File: src/sv/mexp_pkg.sv
// Shared widths and types for the modular exponentiation unit.
// No dependencies.
package mexp_pkg;

  localparam int WIDTH = 32;
  localparam int CNT_W = (WIDTH > 1) ? $clog2(WIDTH) : 1;

  typedef logic [WIDTH-1:0] word_t;
  typedef logic [WIDTH+1:0] ext_t;
  typedef logic [CNT_W-1:0] cnt_t;

  localparam cnt_t LAST_CNT = cnt_t'(WIDTH - 1);

endpackage

File: src/sv/modular_exponentiation_unit.sv
// Modular exponentiation unit: right-to-left square and multiply over a
// bit-serial modular multiplier. Depends on mexp_pkg.
//
//   channel   | ports                                     | handshake
//   ----------+-------------------------------------------+-------------------
//   request   | start, busy, base_value, exponent         | start & !busy
//   result    | done, power_result                        | done, one cycle
//   modulus   | modulus_valid, modulus_ready, modulus     | valid & ready
//
// One modular multiplication runs on the shared shift-add unit, one multiplier
// bit per cycle. A request reduces the base, squares once for each exponent
// bit but the last and multiplies once for each set exponent bit; done rises
// in the cycle after the last of these steps. Reset sets the modulus to 1 and
// idles the unit. The result cannot be stalled; modulus writes are taken while
// busy is low.
module modular_exponentiation_unit
  import mexp_pkg::*;
(
  input  logic  clk,
  input  logic  rst,
  input  logic  start,
  output logic  busy,
  input  word_t base_value,
  input  word_t exponent,
  output logic  done,
  output word_t power_result,
  input  logic  modulus_valid,
  output logic  modulus_ready,
  input  word_t modulus
);

  localparam logic [1:0] ST_IDLE   = 2'd0;
  localparam logic [1:0] ST_REDUCE = 2'd1;
  localparam logic [1:0] ST_MUL    = 2'd2;
  localparam logic [1:0] ST_SQR    = 2'd3;

  logic [1:0] state, state_next;
  word_t      modulus_q;
  word_t      acc, acc_next;
  word_t      bb, bb_next;
  word_t      ee, ee_next;
  word_t      r, r_next;
  word_t      mshift, mshift_next;
  cnt_t       cnt, cnt_next;
  cnt_t       bitn, bitn_next;
  logic       done_next;
  word_t      result_next;

  ext_t  m_ext;
  ext_t  dbl, dbl_red, addend, sum, sum_red;
  word_t step_r;
  logic  mbit;
  logic  go;
  logic  finish;
  logic  to_mul;

  assign busy          = (state != ST_IDLE);
  assign modulus_ready = !busy;

  always_comb begin
    m_ext   = (modulus_q == '0) ? (ext_t'(1) << WIDTH) : ext_t'(modulus_q);
    mbit    = mshift[WIDTH-1];
    dbl     = {1'b0, r, 1'b0};
    dbl_red = (dbl >= m_ext) ? (dbl - m_ext) : dbl;
    if (state == ST_REDUCE) begin
      addend = ext_t'(mbit);
    end else begin
      addend = mbit ? ext_t'(bb) : '0;
    end
    sum     = dbl_red + addend;
    sum_red = (sum >= m_ext) ? (sum - m_ext) : sum;
    step_r  = sum_red[WIDTH-1:0];
  end

  always_comb begin
    state_next  = state;
    acc_next    = acc;
    bb_next     = bb;
    ee_next     = ee;
    r_next      = r;
    mshift_next = mshift;
    cnt_next    = cnt;
    bitn_next   = bitn;
    done_next   = 1'b0;
    result_next = power_result;
    go          = 1'b0;
    finish      = 1'b0;
    to_mul      = 1'b0;
    unique case (state)
      ST_IDLE: begin
        if (start) begin
          acc_next    = word_t'(1);
          ee_next     = exponent;
          bitn_next   = '0;
          mshift_next = base_value;
          r_next      = '0;
          cnt_next    = LAST_CNT;
          state_next  = ST_REDUCE;
        end
      end
      ST_REDUCE, ST_MUL, ST_SQR: begin
        mshift_next = mshift << 1;
        r_next      = step_r;
        cnt_next    = cnt - cnt_t'(1);
        if (cnt == '0) begin
          go       = 1'b1;
          r_next   = '0;
          cnt_next = LAST_CNT;
        end
      end
    endcase

    if (go) begin
      unique case (state)
        ST_MUL: begin
          acc_next = step_r;
          finish   = (bitn == LAST_CNT);
        end
        ST_SQR: begin
          bb_next   = step_r;
          ee_next   = ee >> 1;
          bitn_next = bitn + cnt_t'(1);
          to_mul    = ee_next[0];
          finish    = !ee_next[0] && (bitn_next == LAST_CNT);
        end
        default: begin
          bb_next = step_r;
          to_mul  = ee[0];
          finish  = !ee[0] && (bitn == LAST_CNT);
        end
      endcase
      priority if (finish) begin
        state_next  = ST_IDLE;
        done_next   = 1'b1;
        result_next = acc_next;
      end else if (to_mul) begin
        state_next  = ST_MUL;
        mshift_next = acc_next;
      end else begin
        state_next  = ST_SQR;
        mshift_next = bb_next;
      end
    end
  end

  always_ff @(posedge clk) begin
    if (rst) begin
      state     <= ST_IDLE;
      done      <= 1'b0;
      modulus_q <= word_t'(1);
      cnt       <= '0;
      bitn      <= '0;
    end else begin
      state <= state_next;
      done  <= done_next;
      cnt   <= cnt_next;
      bitn  <= bitn_next;
      if (modulus_valid && modulus_ready) begin
        modulus_q <= modulus;
      end
    end
  end

  always_ff @(posedge clk) begin
    acc          <= acc_next;
    bb           <= bb_next;
    ee           <= ee_next;
    r            <= r_next;
    mshift       <= mshift_next;
    power_result <= result_next;
  end

endmodule
File: config.mk
export PLATFORM = sky130hd
export DESIGN_NAME = modular_exponentiation_unit
export DESIGN_NICKNAME = d
export VERILOG_FILES = /design/src/sv/mexp_pkg.sv /design/src/sv/modular_exponentiation_unit.sv
export SDC_FILE = /design/constraint.sdc
export NUM_CORES = 1
export LEC_CHECK = 0
export BUFFER_PORTS_ARGS = -buffer_cell sky130_fd_sc_hd__clkbuf_2
export CORE_UTILIZATION = 45
export DETAILED_ROUTE_END_ITERATION = 16
export PLACE_DENSITY_LB_ADDON = 0.05
export SETUP_SLACK_MARGIN = 0.15
export SLEW_MARGIN = 20
export SYNTH_ARGS = -nofsm -noshare
export SYNTH_HDL_FRONTEND = slang
export SYNTH_SLANG_ARGS = --single-unit
File: constraint.sdc
create_clock -name clk -period 20.4 [get_ports clk]
set_input_delay 4.08 -clock clk [delete_from_list [all_inputs] [get_ports clk]]
set_output_delay 4.08 -clock clk [all_outputs]
set_load 0.01 [all_outputs]
# Word level (Yosys, flattened, before mapping)
# Index checks and enable logic that the tools add are counted.
# totals
regBits,237
word_cells,82
# op_classes
n_mux,41
n_reduce_logical,16
magnitude_cmp,2
n_eq_ne,6
n_addsub,5
bitwise_logic,1
# op_table
operator,count
two-way mux 32 bit,18
one-hot mux 32 bit (2 select lines),2
adder 34 x 32 -> 34 bit,1
>= comparator 34 x 33 -> 1 bit,1
two-way mux 34 bit,1
subtractor 33 x 33 -> 34 bit,1
>= comparator 33 bit,1
two-way mux 33 bit,1
logical NOT 32 bit,1
subtractor 32 bit,1
two-way mux 5 bit,6
== test 5 bit (second input constant),2
one-hot mux 5 bit (2 select lines),1
two-way mux 2 bit,4
two-way mux 1 bit,6
nonzero test 2 bit,3
adder 5 x 1 -> 5 bit (second input constant),1
logical NOT 5 bit,1
subtractor 5 x 1 -> 5 bit (second input constant),1
== test 2 bit (second input constant),2
one-hot mux 1 bit (2 select lines),2
AND reduction 2 bit,2
logical AND 1 bit,3
logical NOT 1 bit,3
other kinds (6),6

# Depth between registers and ports, before layout
# Gate-level depths: netlist of the first run.
# depth
ltp_word,11
depth_mapped,37
depth_no_buf,34

# Least setup slack after synthesis of the first run
# No wires, ideal clock.
# synth_timing
kind,register -> register
startpoint,reg modulus_q[24]
endpoint,reg power_result[15] (data pin)
n_path_buf,3
arrival_time_ns,6.805
setup_time_ns,0.272
required_time_ns,20.128
slack_ns,13.323
period_less_slack_ns,7.077
stages_incl_launch_ff,34
cell_sequence,dfxtp_1 -> nor4_1 -> nand4_1 -> or2_2 -> ha_1 -> o221ai_1 -> o2111ai_1 -> nor3_1 -> a21o_1 -> buf_2 -> clkbuf_1 -> o21ai_0 -> ha_1 -> nor2b_1 -> o31a_1 -> o31ai_1 -> nand3_1 -> a221oi_1 -> o21ai_0 -> a31oi_1 -> xnor2_1 -> ha_1 -> a21o_1 -> a21o_1 -> a221o_1 -> a311oi_1 -> o211ai_1 -> nand2_1 -> o21ai_0 -> o21a_2 -> buf_4 -> o21a_1 -> a21oi_1 -> a21oi_1
# synth_via
elab_chain_cells,8
word_cells_on_any_way,10
cone_classes,3 x add/sub; 2 x order compare; 4 x mux; 1 x reduce/logical
# synth_lines
element,line,rtl
"start, declared",modular_exponentiation_unit.sv:38,word_t modulus_q;
"start signal, assigned",modular_exponentiation_unit.sv:150,modulus_q <= word_t'(1);
"start signal, assigned",modular_exponentiation_unit.sv:159,modulus_q <= modulus;
logical NOT 32 bit,modular_exponentiation_unit.sv:61,m_ext = (modulus_q == '0) ? (ext_t'(1) << WIDTH) : ext_t'(modulus_q);
two-way mux 33 bit (*),modular_exponentiation_unit.sv:61,
subtractor 33 x 33 -> 34 bit / >= comparator 33 bit (equally long branches),modular_exponentiation_unit.sv:64,dbl_red = (dbl >= m_ext) ? (dbl - m_ext) : dbl;
two-way mux 34 bit,modular_exponentiation_unit.sv:64,
adder 34 x 32 -> 34 bit,modular_exponentiation_unit.sv:70,sum = dbl_red + addend;
subtractor 32 bit / >= comparator 34 x 33 -> 1 bit (equally long branches),modular_exponentiation_unit.sv:71,sum_red = (sum >= m_ext) ? (sum - m_ext) : sum;
two-way mux 32 bit (*),modular_exponentiation_unit.sv:71,
two-way mux 32 bit (*),modular_exponentiation_unit.sv:114,unique case (state)
"end signal, assigned",modular_exponentiation_unit.sv:170,power_result <= result_next;
"end, declared",modular_exponentiation_unit.sv:26,"output word_t power_result,"
# Every way passes the cells marked *; elsewhere a longest branch is shown, timed or not.
# A chain may end at the register's enable or synchronous reset.

# Worst setup path after layout of the first run
# layout_timing
startpoint,reg modulus_q[31]
endpoint,reg mshift[2]
# layout_via
elab_chain_cells,11
word_cells_on_any_way,14
cone_classes,3 x add/sub; 2 x order compare; 8 x mux; 1 x reduce/logical
# layout_lines
element,line,rtl
logical NOT 32 bit,modular_exponentiation_unit.sv:61,
two-way mux 33 bit (*),modular_exponentiation_unit.sv:61,
subtractor 33 x 33 -> 34 bit / >= comparator 33 bit (equally long branches),modular_exponentiation_unit.sv:64,
two-way mux 34 bit,modular_exponentiation_unit.sv:64,
adder 34 x 32 -> 34 bit,modular_exponentiation_unit.sv:70,
subtractor 32 bit / >= comparator 34 x 33 -> 1 bit (equally long branches),modular_exponentiation_unit.sv:71,
two-way mux 32 bit (*),modular_exponentiation_unit.sv:71,
two-way mux 32 bit,modular_exponentiation_unit.sv:114,
two-way mux 32 bit (*),modular_exponentiation_unit.sv:136,end else if (to_mul) begin
two-way mux 32 bit (*),modular_exponentiation_unit.sv:132,priority if (finish) begin
two-way mux 32 bit (*),modular_exponentiation_unit.sv:113,if (go) begin
named net mshift_next[2],modular_exponentiation_unit.sv:43,"word_t mshift, mshift_next;"
"end signal, assigned",modular_exponentiation_unit.sv:169,mshift <= mshift_next;
"end, declared",modular_exponentiation_unit.sv:43,
# Mark *: on every way through the listed nets, which the timed path passes. The rest lies on a longest branch.

==> results of run 1 <==
[synth_stat cells, drive strengths merged, types with 15 or more instances]
library cell  number
nor2             239
nand2            226
a21oi            172
o21ai            168
dfxtp            141
ha               102
clkbuf            96
edfxtp            96
nand3             86
inv               65
a31oi             64
a211oi            60
xnor2             54
a21o              47
and2              42
mux2i             38
xor2              32
nand3b            29
nor3              26
buf               23
o21a              22
nor2b             16
nor3b             16
nand4             15
[worst min path at each step]
stage | startpoint | end | slack (ns) | cells after the start
2_1_floorplan | ee[31]$_DFF_P_ | ee[31]$_DFF_P_ | 0.44 | 2
3_3_place_gp | ee[31]$_DFF_P_ | ee[31]$_DFF_P_ | 0.44 | 2
3_5_place_dp | ee[31]$_DFF_P_ | ee[31]$_DFF_P_ | 0.46 | 2
4_1_cts | ee[31]$_DFF_P_ | ee[31]$_DFF_P_ | 0.47 | 2
5_1_grt | ee[30]$_DFF_P_ | ee[30]$_DFF_P_ | 0.49 | 2
6_report | acc[25]$_DFF_P_ | acc[25]$_DFF_P_ | 0.47 | 2
[state kept, by name (all words and copies together), names as in the netlist]
name and count:
acc 32, bb 32, bitn 5, cnt 5, done 1, ee 32, modulus_q 32, mshift 32
power_result 32, r 32, state 2
[layer usage]
metal  part of all wire [%]  wire (um)
met3                    8.3       4450
met1                     51      27000
met4                    1.5        799
met2                     40      21100
met5                      0          0
[critical path: cells and delay by family (launching register included)]
family                   cells  cell delay, ns
AO/OA/AOI/OAI               17            4.07
XOR/XNOR                     1            0.12
adder cells (fa/ha/maj)      3            0.94
buffers and inverters        2            0.63
flip-flops                   1            0.33
multiplexers                 1            0.39
AND/OR/NAND/NOR              8            2.12
[through the flow]
step	instances	hold WS [ns]	instance area (um2)	utilization (%)
floorplan	2026	0.437	16500	-
global placement	2522	0.445	17500	48.7
detailed placement	2522	0.457	17500	48.7
CTS	2574	0.465	18400	51.4
global route	2574	0.491	18400	51.4
finish	2574	0.468	18400	51.4
[cell families (layout without fill, tap and decap cells)]
logic type                 Yosys count  count (layout)
DFF                                237             237
muxes                               40              40
xor gates and xnor gates            86              86
buffers and inverters              184             271
and+or+nand+nor                    741             741
AOI/OAI and AO/OA                  633             633
adders and majority gates          105             105
[final cells by class]
cell class                      instances  area (um2)
Multi-Input combinational cell       1605       10100
Sequential cell                       237        5710
Timing Repair Buffer                  154         821
Clock buffer                           39         825
Inverter                               65         244
Fill cell                            3529       17400
Tap cell                              461         577
Clock inverter                         13         136
==> flow_summary.ini, run 1 <==
[logic_synthesis]
post-synth-top-area-cell = edfxtp_1
synth_edf_count = 96
synth_ff_type = dfxtp_1
synth_fa_ha_area_share_pct = 8.09
muxShareOfSynthArea_pct = 2.44
syn_nets = 2231
netlist_area_mm2 = 0.0165
synth.distinct_cells = 90
synth_xor_area_share_pct = 4.56
synth_top_family_by_area = compound AO/OA/AOI/OAI gates
netlist_top_cells_area = edfxtp_1, dfxtp_1, ha_1
synth_seq_cells = 237
async_reset_ff_share_pct = 0
synth_top_area_share_pct = 17.4
yosys.area_share.simple_pct = 21.2
synthCells = 2026
yosys_warnings = 0
synth_compound_area_share_pct = 24.7
synth_seq_area_share_pct = 34.5
avgSynthCellArea_um2 = 8.16

[clocking]
cts_tree = yes
cts_max_path_buffers = 3
cts.clk_slew.worst_paths_ns = 0.06
h-tree-depth = 1
clk_latency_ns = 0.58
post_cts_buffers = 0
numCtsBuffers = 28
cts.sinks = 237
cts-resized-gates = 0
hold_buffers = 0
cts-root-buf = clkbuf_16

[worst_setup_path]
r2r-start = modulus_q[31]$_SDFFE_PP0P_
worstPathArrival_ns = 9.20
cpMaxStageDelayCell = a221oi_1
worstSetupEndpointType = flip-flop
crit_start = modulus_q[31]$_SDFFE_PP0P_
r2r_end = mshift[2]$_DFF_P_
cp_max_fo = 38
cp-start-kind = flip-flop
crit_type = flip-flop to flip-flop
crit_path_max_incr_delay_ns = 0.56
reg2reg_slack_ns = 11.71
reg2reg_depth = 32
crit_path_end = mshift[2]$_DFF_P_
crit_required_ns = 20.91

[floorplanning]
io_pins = 135
initial_core_util_pct = 46.1
rows = 69
coreArea_mm2 = 0.0358
die_w_um = 194
die_area_mm2 = 0.0375
fp.dieH_um = 194

[sta]
finalHoldViolCount = 0
rsz0062_at_grt = false
finalWorstSetupSlack_ns = 11.71
drv_slew = 0
setup_viol_count_final = 0
tns_ns = 0
fin_crit_sh_pct = 42.6
worstMarginPinSlew_ns = 1.07
relSlewSlack_pct = 28.5
fmax_mhz = 115
fin_crit_ns = 8.69
finalClockSkew_ns = 0.0103

[place]
gp_congestion = 0.926
pre_cts_ws_ns = 11.65
place_hpwl_um = 39000
port_buffers = 134

[finish]
num_antenna_cells = 0
final_cell_mix = nor2_1, nand2_1, a21oi_1
drive_gt1_share_pct = 12.7
final_nets = 2296
syn2layout_area_growth_pct = 11.5
final_common_cell = nor2_1

[detailed_routing]
finalWirelength_um = 53400
dr.pass1.iters = 7
drt_iter0_markers = 1267
antenna_left = 0
wl_per_cell_um = 20.7
drc = 0
via_count = 15290
via_per_inst = 5.94

[min_path]
worstHoldPathType = flip-flop to flip-flop

[grt]
grt_pass1_vias = 14206
grt_pass1_wl_um = 82700
use_met1_pct = 44.2
grt_usage_pct = 28.1
use_met2_pct = 39.6
grt_max_degree = 95
overflow = 0
use_met3_pct = 5.37
antenna_found_initial = 0
busiest_layer = met1

[run_status]
status = finished, final reports clean

[run]
maxCapViolations = 0
Power of run 1 is left out: the tool's default activity adds up to more than one toggle a clock period on the data nets, which glitch-free logic cannot reach.
==> run 2, diff against run 1 <==
==> constraint.sdc (replaced) <==
create_clock -name clk -period 7.9 [get_ports clk]
set_input_delay 1.58 -clock clk [delete_from_list [all_inputs] [get_ports clk]]
set_output_delay 1.58 -clock clk [all_outputs]
set_load 0.01 [all_outputs]
==> flow_summary.ini, run 2 (synthesized netlist as in run 1, its figures left out) <==
[place]
gp_congestion = 0.916
port_buffers = 134
dp.cells = 2576
place_hpwl_um = 40000
post_dp_cell_area_mm2 = 0.0179

[finish]
fin_cells = 2646
regArea_mm2 = 0.00571
multi_input_area_mm2 = 0.0106
final_cell_area_mm2 = 0.0196
num_antenna_cells = 0
post-route-util_pct = 54.6
final_cell_mix = nor2_1, nand2_1, a21oi_1
drive_gt1_share_pct = 19.1
syn2layout_area_growth_pct = 18.5
final_common_cell = nor2_1
final_nets = 2368
fillers = 3423

[grt]
antenna_found_initial = 0
grt_pass1_vias = 14606
grt_pass1_wl_um = 83400
grt_usage_pct = 28.4
overflow = 0
grt_max_degree = 93

[sta]
fin_hold_ws_ns = 0.466
relSlewSlack_pct = 28.1
drv_slew = 0
fin_crit_sh_pct = 94.7
worstMarginPinSlew_ns = 1.08
fin_crit_ns = 7.48
finalHoldViolCount = 0
finalClockSkew_ns = 0.0210
rsz0062_at_grt = true
fmax_mhz = 134
setup_viol_count_final = 0

[floorplanning]
die_area_mm2 = 0.0375
initial_core_util_pct = 46.1
fp.dieH_um = 194
die_w_um = 194
coreArea_mm2 = 0.0358
io_pins = 135
rows = 69

[worst_setup_path]
crit_path_max_incr_delay_ns = 0.42
crit_top_cell = buf_4
cpMaxStageDelayCell = o31ai_2
crit_type = flip-flop to flip-flop
worstSetupEndpointType = flip-flop
cp-start-kind = flip-flop
worstPathArrival_ns = 7.82
crit_required_ns = 8.24
cp_max_fo = 35
reg2reg_slack_ns = 0.42

[clocking]
clk_latency_ns = 0.60
cts_tree = yes
cts.sinks = 237
cts.clk_slew.worst_paths_ns = 0.06
h-tree-depth = 1
cts_max_path_buffers = 3
cts-root-buf = clkbuf_16
numCtsBuffers = 28

[detailed_routing]
drt_iter0_markers = 1200
antenna_left = 0
dr.pass1.iters = 6
via_per_inst = 5.91
finalWirelength_um = 55100
wl_per_cell_um = 20.8
via_count = 15626
drc = 0

[run_status]
status = finished, final reports clean

[min_path]
worstHoldPathType = flip-flop to flip-flop

[run]
maxCapViolations = 0
run 2: cell types whose count changed in the layout (fill, tap and decap cells not counted), sizes merged:
cell	before	now
bufinv	2	7
buf	20	90
a21oi	172	173
clkinvlp	0	1
clkbuf	173	166
clkinv	11	13
run 2: metrics by stage:
| step | setup TNS (ns) | setup WS, ns |
|---|---|---|
| after floorplan | 0 | 0.823 |
| after global placement | -0.869 | -0.172 |
| after detailed placement | -0.0493 | -0.0298 |
| after CTS | 0 | 0.181 |
| after global routing | 0 | 0.0296 |
| final | 0 | 0.417 |
run 2: area by class of cell:
type	instances	share of cell area (%)
inverter	65	1.25
multi-input combinational	1606	54.0
clock inverter	21	1.58
timing repair buffer	225	7.25
sequential	237	29.2
clock buffer	31	3.85
tap	461	2.95
run 2: final timing paths:
check                             from          endpoint  depth (start not counted)
max          modulus_q[0]$_SDFFE_PP1P_  bb[10]$_DFFE_PP_                         32
min                     ee[31]$_DFF_P_    ee[31]$_DFF_P_                          2
max reg2reg  modulus_q[0]$_SDFFE_PP1P_  bb[10]$_DFFE_PP_                         32
min reg2reg             ee[31]$_DFF_P_    ee[31]$_DFF_P_                          2
run 2: routing by layer:
layer / up-vias / track usage, % / routed length (um)
met1: 7380 / 44.1 / 27300
met5: - / 0 / 0
li1: 7615 / - / -
met4: 0 / 6.87 / 1290
met3: 78 / 5.11 / 4440
met2: 553 / 39.7 / 22100
run 2: worst max-delay path, delay by kind of cell, from the launching register on:
kind            cells  cell delay (ns)
compound gates     14             3.12
xor+xnor            1             0.24
fa+ha+maj           3             0.93
buf+inv             6             0.95
flops               1             0.34
simple gates        8             1.59
run 2: repair_timing:
action | CTS | global route
setup buffers | 1 | 15
gates cloned | 0 | 2
hold buffers | 0 | 0
setup endpoints to repair | 76 | 160
pin swaps | 2 | 27
gates resized for setup | 15 | 99
Power of run 2 is left out for the same reason.
==> run 3, diff against run 2 <==
--- a/config.mk
+++ b/config.mk
@@ -6,7 +6,7 @@
 export NUM_CORES = 1
 export LEC_CHECK = 0
 export BUFFER_PORTS_ARGS = -buffer_cell sky130_fd_sc_hd__clkbuf_2
-export CORE_UTILIZATION = 45
+export CORE_UTILIZATION = 38
 export DETAILED_ROUTE_END_ITERATION = 16
 export PLACE_DENSITY_LB_ADDON = 0.05
 export SETUP_SLACK_MARGIN = 0.15
==> flow_summary.ini, run 3 (synthesized netlist as in run 1, its figures left out) <==
[run_status]
status = finished, final reports clean

[place]
gp_congestion = 0.906
post_dp_cell_area_mm2 = 0.0183
place_hpwl_um = 42400
port_buffers = 134
pre_cts_ws_ns = -0.0999

[grt]
overflow = 0
grt_pass1_vias = 14390
grt_pass1_wl_um = 85800
grt_usage_pct = 25.2
grt_max_degree = 75
antenna_found_initial = 1

[run]
maxCapViolations = 0

[clocking]
clk_latency_ns = 0.61
h-tree-depth = 1
cts.sinks = 237
cts_tree = yes
cts-root-buf = clkbuf_16
numCtsBuffers = 30
cts_max_path_buffers = 3
cts.clk_slew.worst_paths_ns = 0.06

[worst_setup_path]
cp_max_fo = 35
crit_type = flip-flop to flip-flop
cp_num_cells = 34
crit_path_max_incr_delay_ns = 0.41
worstPathArrival_ns = 7.82
crit_family = compound AO/OA/AOI/OAI gates
r2r-start = modulus_q[2]$_SDFFE_PP0P_
cp-start-kind = flip-flop
r2r_end = power_result[4]$_DFFE_PP_
crit_required_ns = 8.23
crit_top_cell = buf_4
crit_start = modulus_q[2]$_SDFFE_PP0P_
crit_path_end = power_result[4]$_DFFE_PP_
worstSetupEndpointType = flip-flop
reg2reg_slack_ns = 0.41
reg2reg_depth = 34
path_buf_inv = 7
cpMaxStageDelayCell = o41a_1

[finish]
final_nets = 2391
final_cell_area_mm2 = 0.0197
syn2layout_area_growth_pct = 19.1
final_cell_mix = nor2_1, nand2_1, a21oi_1
fillers = 4381
regArea_mm2 = 0.00571
final_common_cell = nor2_1
drive_gt1_share_pct = 18.8
multi_input_area_mm2 = 0.0104

[detailed_routing]
antenna_left = 0
via_count = 15587
drc = 0
via_per_inst = 5.57
top_layer = met5
finalWirelength_um = 57100
drt-met1-wl_um = 29500
route.met2.wl_um = 23100
drt_iter0_markers = 1229
dr.pass1.iters = 5
wl_met3_um = 3490
wl_per_cell_um = 20.4

[floorplanning]
coreArea_mm2 = 0.0430
rows = 76
die_area_mm2 = 0.0443
fp.dieH_um = 211
initial_core_util_pct = 38.4
io_pins = 135
die_w_um = 211

[sta]
fin_crit_sh_pct = 94.7
worstMarginPinSlew_ns = 1.02
setup_viol_count_final = 0
finalWorstSetupSlack_ns = 0.415
fmax_mhz = 134
tns_ns = 0
finalClockSkew_ns = 0.0343
finalHoldViolCount = 0
rsz0062_at_grt = true
drv_slew = 0
relSlewSlack_pct = 31.6
fin_crit_ns = 7.49
fin_hold_ws_ns = 0.458

[min_path]
worstHoldPathType = flip-flop to flip-flop
## run 3: metal layers
layer / up-vias / track usage (%)
met5: - / 0
met4: 2 / 4.77
met3: 58 / 3.67
met2: 452 / 35.9
met1: 7410 / 39.6
li1: 7665 / -
## run 3: how the worst min path moves through the flow
stage               slack (ns)             end           start  depth (start not counted)
finish                    0.46  ee[31]$_DFF_P_  ee[31]$_DFF_P_                          2
global route              0.50  ee[31]$_DFF_P_  ee[31]$_DFF_P_                          2
CTS                       0.46  ee[31]$_DFF_P_  ee[31]$_DFF_P_                          2
detailed placement        0.45  ee[31]$_DFF_P_  ee[31]$_DFF_P_                          2
global placement          0.45  ee[31]$_DFF_P_  ee[31]$_DFF_P_                          2
floorplan                 0.44  ee[31]$_DFF_P_  ee[31]$_DFF_P_                          2
## run 3: area by class of cell
type                            instances  share of cell area [%]
Antenna cell                            1                  0.0127
Clock buffer                           45                    4.36
Sequential cell                       237                    29.0
Clock inverter                         11                   0.534
Timing Repair Buffer                  247                    8.14
Inverter                               65                    1.24
Tap cell                              585                    3.72
Multi-Input combinational cell       1605                    53.0
## run 3: repair_timing
item | CTS | global route
resized for setup | 14 | 63
pin swaps | 1 | 26
setup buffers | 0 | 10
hold buffers | 0 | 0
setup endpoints to repair | 86 | 160
## run 3: tightest hold or removal path: stages (launching register included)
cell     delay [ns]
dfxtp_1        0.31
nand2_1        0.05
a21oi_1        0.05
## run 3: metrics by stage
| step | instances | utilization (%) |
|---|---|---|
| finish | 2796 | 45.8 |
| global placement | 2728 | 42.6 |
| CTS | 2784 | 44.9 |
| floorplan | 2026 | - |
| detailed placement | 2728 | 42.6 |
| global route | 2795 | 45.8 |
Power of run 3 is left out for the same reason.
